**src/design/frc_pkg.sv**
```systemverilog
// Shared types and constants for the fraction reduce and compare block.
package frc_pkg;

  localparam int VALUE_WIDTH_DEF = 32;

  localparam logic [1:0] ORDER_A_GT = 2'd0;
  localparam logic [1:0] ORDER_B_GT = 2'd1;
  localparam logic [1:0] ORDER_EQ   = 2'd2;

  typedef struct packed {
    logic signed [31:0] num_a;
    logic signed [31:0] den_a;
    logic signed [31:0] num_b;
    logic signed [31:0] den_b;
  } in_t;

  typedef struct packed {
    logic signed [31:0] red_num_a;
    logic        [30:0] red_den_a;
    logic signed [31:0] red_num_b;
    logic        [30:0] red_den_b;
    logic        [1:0]  order;
    logic               zero_den_error;
  } out_t;

  typedef enum logic [2:0] {
    S_IDLE,
    S_EUC,
    S_DIV_REM,
    S_DIV_NUM,
    S_DIV_DEN,
    S_MUL_A,
    S_MUL_B,
    S_EMIT
  } state_t;

endpackage

```
**src/design/fraction_reduce_and_compare_top.sv**
```systemverilog
// Top level of the fraction reduce and compare block with its sequencer and shared divider.
//
//   Channel  Direction  Payload          Handshake
//   in_      input      frc_pkg::in_t    in_valid / in_stall
//   out_     output     frc_pkg::out_t   out_valid / out_stall
//
// Every remainder and quotient, including the Euclid remainder steps of the two fractions, goes
// through one restoring divider that retires one quotient bit per cycle.
// The input is stalled until the result is written, so a new transaction is taken only then.
// A zero denominator skips the arithmetic and goes straight to the emit state.
// Reset clears the sequencer and the output valid; no memory needs clearing.
// A finished result waits in the output register while the next input transaction is taken.
module fraction_reduce_and_compare_top #(
  parameter int VALUE_WIDTH = frc_pkg::VALUE_WIDTH_DEF
) (
  input  logic          clk,
  input  logic          rst_n,
  input  logic          in_valid,
  output logic          in_stall,
  input  frc_pkg::in_t  in_data,
  output logic          out_valid,
  input  logic          out_stall,
  output frc_pkg::out_t out_data
);

  localparam int W  = VALUE_WIDTH;
  localparam int CW = (W > 1) ? $clog2(W) : 1;
  localparam logic [W-1:0] LIM = {1'b0, {(W-1){1'b1}}};

  function automatic logic [W-1:0] mag_of(input logic [W-1:0] v);
    mag_of = v[W-1] ? (~v + 1'b1) : v;
  endfunction

  function automatic logic [W-1:0] sat_of(input logic [W-1:0] m);
    sat_of = (m > LIM) ? LIM : m;
  endfunction

  function automatic logic [31:0] enc_num(input logic [W-1:0] m, input logic neg);
    logic [31:0] v;
    v = 32'(sat_of(m));
    enc_num = neg ? (~v + 32'd1) : v;
  endfunction

  frc_pkg::state_t state_r, state_nxt;
  logic            sel_r, sel_nxt;
  frc_pkg::in_t    hold_r, hold_nxt;
  logic [W-1:0]    nm_r, nm_nxt, dm_r, dm_nxt, p_r, p_nxt, q_r, q_nxt;
  logic            nneg_r, nneg_nxt, dneg_r, dneg_nxt;
  logic [W-1:0]    div_rem_r, div_rem_nxt, div_quo_r, div_quo_nxt;
  logic [CW-1:0]   div_cnt_r, div_cnt_nxt;
  logic [W-1:0]    num_a_r, num_a_nxt, den_a_r, den_a_nxt;
  logic [W-1:0]    num_b_r, num_b_nxt, den_b_r, den_b_nxt;
  logic            neg_a_r, neg_a_nxt, neg_b_r, neg_b_nxt;
  logic            err_r, err_nxt;
  logic [2*W-1:0]  prod_a_r, prod_a_nxt, prod_b_r, prod_b_nxt;
  logic            out_valid_r, out_valid_nxt;
  frc_pkg::out_t   out_data_r, out_data_nxt;

  logic            in_fire, emit_fire, div_last, div_ge;
  logic [W-1:0]    div_dsr, div_rem_step, div_quo_step;
  logic [W:0]      div_trial, div_sub;
  logic [W-1:0]    mul_x, mul_y;
  logic [2*W-1:0]  mul_p;
  logic [W-1:0]    an_raw, ad_raw, bn_raw, bd_raw;
  logic            frac_neg;
  logic [1:0]      order_val;

  assign in_stall  = (state_r != frc_pkg::S_IDLE);
  assign in_fire   = in_valid && !in_stall;
  assign emit_fire = (state_r == frc_pkg::S_EMIT) && (!out_valid_r || !out_stall);
  assign out_valid = out_valid_r;
  assign out_data  = out_data_r;

  assign an_raw = in_data.num_a[W-1:0];
  assign ad_raw = in_data.den_a[W-1:0];
  assign bn_raw = hold_r.num_b[W-1:0];
  assign bd_raw = hold_r.den_b[W-1:0];

  assign div_dsr      = (state_r == frc_pkg::S_DIV_REM) ? q_r : p_r;
  assign div_trial    = {div_rem_r, div_quo_r[W-1]};
  assign div_sub      = div_trial - {1'b0, div_dsr};
  assign div_ge       = (div_trial >= {1'b0, div_dsr});
  assign div_rem_step = div_ge ? div_sub[W-1:0] : div_trial[W-1:0];
  assign div_quo_step = {div_quo_r[W-2:0], div_ge};
  assign div_last     = (div_cnt_r == CW'(W - 1));

  assign mul_x = (state_r == frc_pkg::S_MUL_A) ? num_a_r : num_b_r;
  assign mul_y = (state_r == frc_pkg::S_MUL_A) ? den_b_r : den_a_r;
  assign mul_p = mul_x * mul_y;

  assign frac_neg = (div_quo_step != '0) && (nneg_r != dneg_r);

  always_comb begin
    if (neg_a_r != neg_b_r) begin
      order_val = neg_a_r ? frc_pkg::ORDER_B_GT : frc_pkg::ORDER_A_GT;
    end else if (prod_a_r == prod_b_r) begin
      order_val = frc_pkg::ORDER_EQ;
    end else if ((prod_a_r > prod_b_r) ^ neg_a_r) begin
      order_val = frc_pkg::ORDER_A_GT;
    end else begin
      order_val = frc_pkg::ORDER_B_GT;
    end
  end

  always_comb begin
    state_nxt = state_r;
    case (state_r)
      frc_pkg::S_IDLE: begin
        if (in_fire) begin
          state_nxt = (ad_raw == '0 || in_data.den_b[W-1:0] == '0) ?
                      frc_pkg::S_EMIT : frc_pkg::S_EUC;
        end
      end
      frc_pkg::S_EUC: begin
        state_nxt = (q_r == '0) ? frc_pkg::S_DIV_NUM : frc_pkg::S_DIV_REM;
      end
      frc_pkg::S_DIV_REM: begin
        if (div_last) begin
          state_nxt = frc_pkg::S_EUC;
        end
      end
      frc_pkg::S_DIV_NUM: begin
        if (div_last) begin
          state_nxt = frc_pkg::S_DIV_DEN;
        end
      end
      frc_pkg::S_DIV_DEN: begin
        if (div_last) begin
          state_nxt = sel_r ? frc_pkg::S_MUL_A : frc_pkg::S_EUC;
        end
      end
      frc_pkg::S_MUL_A: state_nxt = frc_pkg::S_MUL_B;
      frc_pkg::S_MUL_B: state_nxt = frc_pkg::S_EMIT;
      frc_pkg::S_EMIT: begin
        if (emit_fire) begin
          state_nxt = frc_pkg::S_IDLE;
        end
      end
      default: state_nxt = frc_pkg::S_IDLE;
    endcase
  end

  always_comb begin
    sel_nxt       = sel_r;
    hold_nxt      = hold_r;
    nm_nxt        = nm_r;
    dm_nxt        = dm_r;
    p_nxt         = p_r;
    q_nxt         = q_r;
    nneg_nxt      = nneg_r;
    dneg_nxt      = dneg_r;
    div_rem_nxt   = div_rem_r;
    div_quo_nxt   = div_quo_r;
    div_cnt_nxt   = div_cnt_r;
    num_a_nxt     = num_a_r;
    den_a_nxt     = den_a_r;
    num_b_nxt     = num_b_r;
    den_b_nxt     = den_b_r;
    neg_a_nxt     = neg_a_r;
    neg_b_nxt     = neg_b_r;
    err_nxt       = err_r;
    prod_a_nxt    = prod_a_r;
    prod_b_nxt    = prod_b_r;
    out_valid_nxt = out_valid_r && out_stall;
    out_data_nxt  = out_data_r;
    case (state_r)
      frc_pkg::S_IDLE: begin
        if (in_fire) begin
          hold_nxt = in_data;
          sel_nxt  = 1'b0;
          err_nxt  = (ad_raw == '0) || (in_data.den_b[W-1:0] == '0);
          nm_nxt   = mag_of(an_raw);
          dm_nxt   = mag_of(ad_raw);
          p_nxt    = mag_of(an_raw);
          q_nxt    = mag_of(ad_raw);
          nneg_nxt = an_raw[W-1];
          dneg_nxt = ad_raw[W-1];
        end
      end
      frc_pkg::S_EUC: begin
        div_rem_nxt = '0;
        div_cnt_nxt = '0;
        div_quo_nxt = (q_r == '0) ? nm_r : p_r;
      end
      frc_pkg::S_DIV_REM, frc_pkg::S_DIV_NUM, frc_pkg::S_DIV_DEN: begin
        div_rem_nxt = div_rem_step;
        div_quo_nxt = div_quo_step;
        div_cnt_nxt = div_cnt_r + 1'b1;
        if (div_last) begin
          div_rem_nxt = '0;
          div_cnt_nxt = '0;
          if (state_r == frc_pkg::S_DIV_REM) begin
            p_nxt = q_r;
            q_nxt = div_rem_step;
          end else if (state_r == frc_pkg::S_DIV_NUM) begin
            div_quo_nxt = dm_r;
            if (sel_r) begin
              num_b_nxt = div_quo_step;
              neg_b_nxt = frac_neg;
            end else begin
              num_a_nxt = div_quo_step;
              neg_a_nxt = frac_neg;
            end
          end else begin
            if (sel_r) begin
              den_b_nxt = div_quo_step;
            end else begin
              den_a_nxt = div_quo_step;
              sel_nxt   = 1'b1;
              nm_nxt    = mag_of(bn_raw);
              dm_nxt    = mag_of(bd_raw);
              p_nxt     = mag_of(bn_raw);
              q_nxt     = mag_of(bd_raw);
              nneg_nxt  = bn_raw[W-1];
              dneg_nxt  = bd_raw[W-1];
            end
          end
        end
      end
      frc_pkg::S_MUL_A: prod_a_nxt = mul_p;
      frc_pkg::S_MUL_B: prod_b_nxt = mul_p;
      frc_pkg::S_EMIT: begin
        if (emit_fire) begin
          out_valid_nxt = 1'b1;
          if (err_r) begin
            out_data_nxt                = '0;
            out_data_nxt.zero_den_error = 1'b1;
          end else begin
            out_data_nxt.red_num_a      = enc_num(num_a_r, neg_a_r);
            out_data_nxt.red_den_a      = 31'(sat_of(den_a_r));
            out_data_nxt.red_num_b      = enc_num(num_b_r, neg_b_r);
            out_data_nxt.red_den_b      = 31'(sat_of(den_b_r));
            out_data_nxt.order          = order_val;
            out_data_nxt.zero_den_error = 1'b0;
          end
        end
      end
      default: begin
        out_valid_nxt = out_valid_r && out_stall;
      end
    endcase
  end

  always_ff @(posedge clk) begin
    if (!rst_n) begin
      state_r     <= frc_pkg::S_IDLE;
      out_valid_r <= 1'b0;
      sel_r       <= 1'b0;
      div_cnt_r   <= '0;
    end else begin
      state_r     <= state_nxt;
      out_valid_r <= out_valid_nxt;
      sel_r       <= sel_nxt;
      div_cnt_r   <= div_cnt_nxt;
    end
  end

  always_ff @(posedge clk) begin
    hold_r     <= hold_nxt;
    nm_r       <= nm_nxt;
    dm_r       <= dm_nxt;
    p_r        <= p_nxt;
    q_r        <= q_nxt;
    nneg_r     <= nneg_nxt;
    dneg_r     <= dneg_nxt;
    div_rem_r  <= div_rem_nxt;
    div_quo_r  <= div_quo_nxt;
    num_a_r    <= num_a_nxt;
    den_a_r    <= den_a_nxt;
    num_b_r    <= num_b_nxt;
    den_b_r    <= den_b_nxt;
    neg_a_r    <= neg_a_nxt;
    neg_b_r    <= neg_b_nxt;
    err_r      <= err_nxt;
    prod_a_r   <= prod_a_nxt;
    prod_b_r   <= prod_b_nxt;
    out_data_r <= out_data_nxt;
  end

endmodule

```
**config.mk**
```make
export PLATFORM = sky130hd
export DESIGN_NAME = fraction_reduce_and_compare_top
export DESIGN_NICKNAME = d
export VERILOG_FILES = /design/src/design/frc_pkg.sv /design/src/design/fraction_reduce_and_compare_top.sv
export SDC_FILE = /design/constraint.sdc
export NUM_CORES = 2
export LEC_CHECK = 0
export BUFFER_PORTS_ARGS = -buffer_cell sky130_fd_sc_hd__buf_4
export CORE_ASPECT_RATIO = 0.8
export CORE_MARGIN = 2
export CORE_UTILIZATION = 50
export CTS_CLUSTER_DIAMETER = 100
export DETAILED_ROUTE_END_ITERATION = 16
export PLACE_DENSITY = 0.67
export SYNTH_ARGS = -nofsm -noshare
export SYNTH_HDL_FRONTEND = slang
export SYNTH_SLANG_ARGS = --single-unit
```
**constraint.sdc**
```tcl
create_clock -name clk -period 25.6 [get_ports clk]
set_input_delay 3.84 -clock clk [delete_from_list [all_inputs] [get_ports clk]]
set_output_delay 3.84 -clock clk [all_outputs]
set_load 0.005 [all_outputs]
```
==> results.md <==
* Status: complete, no violations
* Resized cells post-CTS at 0
* Sink count of the clock tree at 656
* Via Count at 50100
* Library cells used by synthesis at 78
* Post-CTS Hold Buffers at 0
* Fraction of synthesized cell area taken by the top area cell type at 29.8%
* Area Growth Syn to Fin at 10.3%
* Detail Route Antenna Nets at 0
* Initial core utilization at 50.3%
* Pre-CTS setup slack at 14.15 ns
* Final GP Congestion at 0.979
* First-pass GRT wire length at 315000 um
* Async S/R FF share, synth at 0%
* IO Pins at 263
* Clk pin slew, worst setup/hold paths at 0.07 ns
* Largest net degree at the start of global routing at 89
* Normalized max-slew margin at 1.51%
* CP max stage delay at 1.07 ns
* DR vias/cell at 5.88
* H-tree depth at 3
* Fillers at 11300
* Layout Nets at 8121
* Post-DP HPWL at 164000 um
* Min-Delay Path Class: reg -> reg
* FMAX at 0.0842 GHz
* Core Area at 129000 um^2
* PortBufs at 262
* Slew at the pin with the worst max-slew slack at 1.46 ns
* Cells after synthesis at 6583
* Final wirelength at 213000 um
* Critical path data arrival time at 12.29 ns
* Final hold viol count at 0
* Vias in the first global route at 49000
* Die Ht at 327 um
* Tmin final at 11.88 ns
* Post-Route Setup TNS at 0 ns
* Sequential cell area fraction in the yosys report at 30.1%
* Slowest CP cell: mux2i_4
* Die area at 133000 um^2
* Worst path top cell family by delay: adder cells
* Kind of end point of the critical path: flop
* DRT iter0 DRCs at 6094
* Synth area leaders: edfxtp_1 (30%), fa_1 (28%), ha_1 (7.1%), nor2_1 (5.9%), inv_1 (5.6%)
* 1st-pass router iterations at 7
* Post-DR wirelength/cell at 24.9 um
* Required time worst endpoint at 26.01 ns
* Synth Register Bits at 656
* Global Route Usage Sum at 31.9%
* Syn_nets at 7979
* Synth Cell Area at 65100 um^2
* Clock Path Buffers at 3
* Row cnt at 118
* Fraction of layout cells with a size suffix above 1 at 9.52%
* Synth Area in Simple Gates at 14.0%
* RSZ-0062 raised after global routing: false
* Xor/xnor share of the synthesized area at 3.19%
* Crit Path Class: reg -> reg
* Final period util at 46.4%
* Final setup viols at 0
* Total CTS buffers at 72
* Grt total ovfl at 0
* Most Frequent Cell on Critical Path: fa_1
* Max Cap Viol at 0
* Post-Synth Adder-Cell Area at 34.7%
* DRC at 0
* Min setup slack post-route at 13.72 ns
* Post-CTS Setup Bufs at 0
* Main combinational cell family by area after synthesis: adder cells
* Clk_lat worst skew at 0.72 ns
* Compound-Gate Fraction of Synth Area at 7.18%
* Post-synth EDFFs at 646
* Die X at 407 um
* Area leader, netlist: edfxtp_1
* Mux cell area share after synthesis at 3.43%
* Crit-path max FO at 53
* Startpoint types: flop
* Most common flop cell mapped by yosys: edfxtp_1
* Avg Cell Area, Syn at 9.88 um^2
* Yosys warns at 0
* Skew final at 0.0476 ns
* Root Driver: clkbuf_16
* Initial antenna violation count at 2
* WP buf/inv at 6
* Fin. max-slew vios at 0
* CTS tree: yes
registers in the layout, indices dropped and copies added, names as in the netlist, 3 cells and up:
signal	cells
num_a_r	32
den_b_r	32
bn_raw	32
p_r	32
prod_a_r	64
bd_raw	32
out_data	129
div_quo_r	32
prod_b_r	64
div_cnt_r	5
q_r	32
state_r	3
div_rem_r	32
nm_r	32
num_b_r	32
dm_r	32
den_a_r	32
final cells by class:
| class | count | area, um^2 | area share (%) |
|---|---|---|---|
| tap | 1740 | 2180 | 3.03 |
| sequential | 656 | 19600 | 27.3 |
| antenna | 2 | 5.00 | 0.00697 |
| inverter | 972 | 3650 | 5.09 |
| timing repair buffer | 375 | 2820 | 3.92 |
| multi-input combinational | 4648 | 41000 | 57.1 |
| clock buffer | 81 | 1850 | 2.57 |
| clock inverter | 51 | 682 | 0.950 |
through the flow:
stage,hold WS [ns],instance area (um^2),std cells,utilization [%]
4_1_cts,0.547,71800,8523,55.5
2_1_floorplan,0.446,65100,6583,-
3_5_place_dp,0.532,69300,8391,53.6
5_1_grt,0.606,71800,8523,55.5
3_3_place_gp,0.518,69300,8391,53.6
6_report,0.547,71800,8525,55.5
cells by family (layout without fill, tap and decap cells):
| family | Yosys count | after routing |
|---|---|---|
| AOI/OAI and AO/OA | 754 | 754 |
| xor gates and xnor gates | 237 | 237 |
| adders and majority gates | 1264 | 1264 |
| buffers and inverters | 1279 | 1479 |
| DFF | 656 | 656 |
| muxes | 216 | 216 |
| other | 0 | 2 |
| and+or+nand+nor | 2177 | 2177 |
path summary, 6_finish.rpt:
| kind | to | cells after the start | start | slack, ns |
|---|---|---|---|---|
| setup / recovery | prod_a_r[58] | 28 | state_r[0] | 13.72 |
| hold / removal | div_cnt_r[4] | 2 | div_cnt_r[4] | 0.55 |
| setup reg to reg | prod_a_r[58] | 28 | state_r[0] | 13.72 |
| hold reg to reg | div_cnt_r[4] | 2 | div_cnt_r[4] | 0.55 |
worst reg2reg max path: cells and delay by family (launching register included):
family / cells / cell delay [ns]
and+or+nand+nor: 4 / 1.00
adders and majority gates: 9 / 4.52
muxes: 1 / 1.08
DFF: 1 / 0.43
xor gates and xnor gates: 1 / 0.11
buffers and inverters: 6 / 1.89
AOI/OAI and AO/OA: 7 / 2.55
metal layers:
metal	part of all wire (%)	vias to the layer above	GRT usage, %
met5	0	-	0
met4	3.6	0	10.1
met3	14	465	11.9
met2	41	2872	44.5
met1	41	25200	46.0
li1	-	21600	-
Yosys cell counts (17+ instances only):
cell type / instances
nor2_1: 1023
inv_1: 970
fa_1: 897
nand2_1: 780
edfxtp_1: 646
ha_1: 367
clkbuf_1: 283
o21ai_0: 224
a21oi_1: 222
mux2i_1: 158
xnor2_1: 140
xor2_1: 97
a21o_1: 71
mux2_2: 58
nand4_1: 51
nor3_1: 51
o31ai_1: 44
nor4_1: 43
nand3_1: 38
and3_1: 28
a211oi_1: 27
o41ai_1: 26
or3_1: 26
nor2b_1: 23
or4_1: 23
or2_2: 22
buf_1: 21
o21a_1: 19
o22a_1: 18
a31oi_1: 17
and2_1: 17
o21bai_1: 17
placed cells by master, fill, tap and decap left out, drive strengths merged, types with 158 or more instances in the layout:
master	count
inv	976
edfxtp	646
buf	375
fa	897
nor2	1024
o21ai	227
ha	367
a21oi	222
nand2	780
mux2i	158
Power is left out: the tool's default activity adds up to more than one toggle a clock period on the data nets, which glitch-free logic cannot reach.
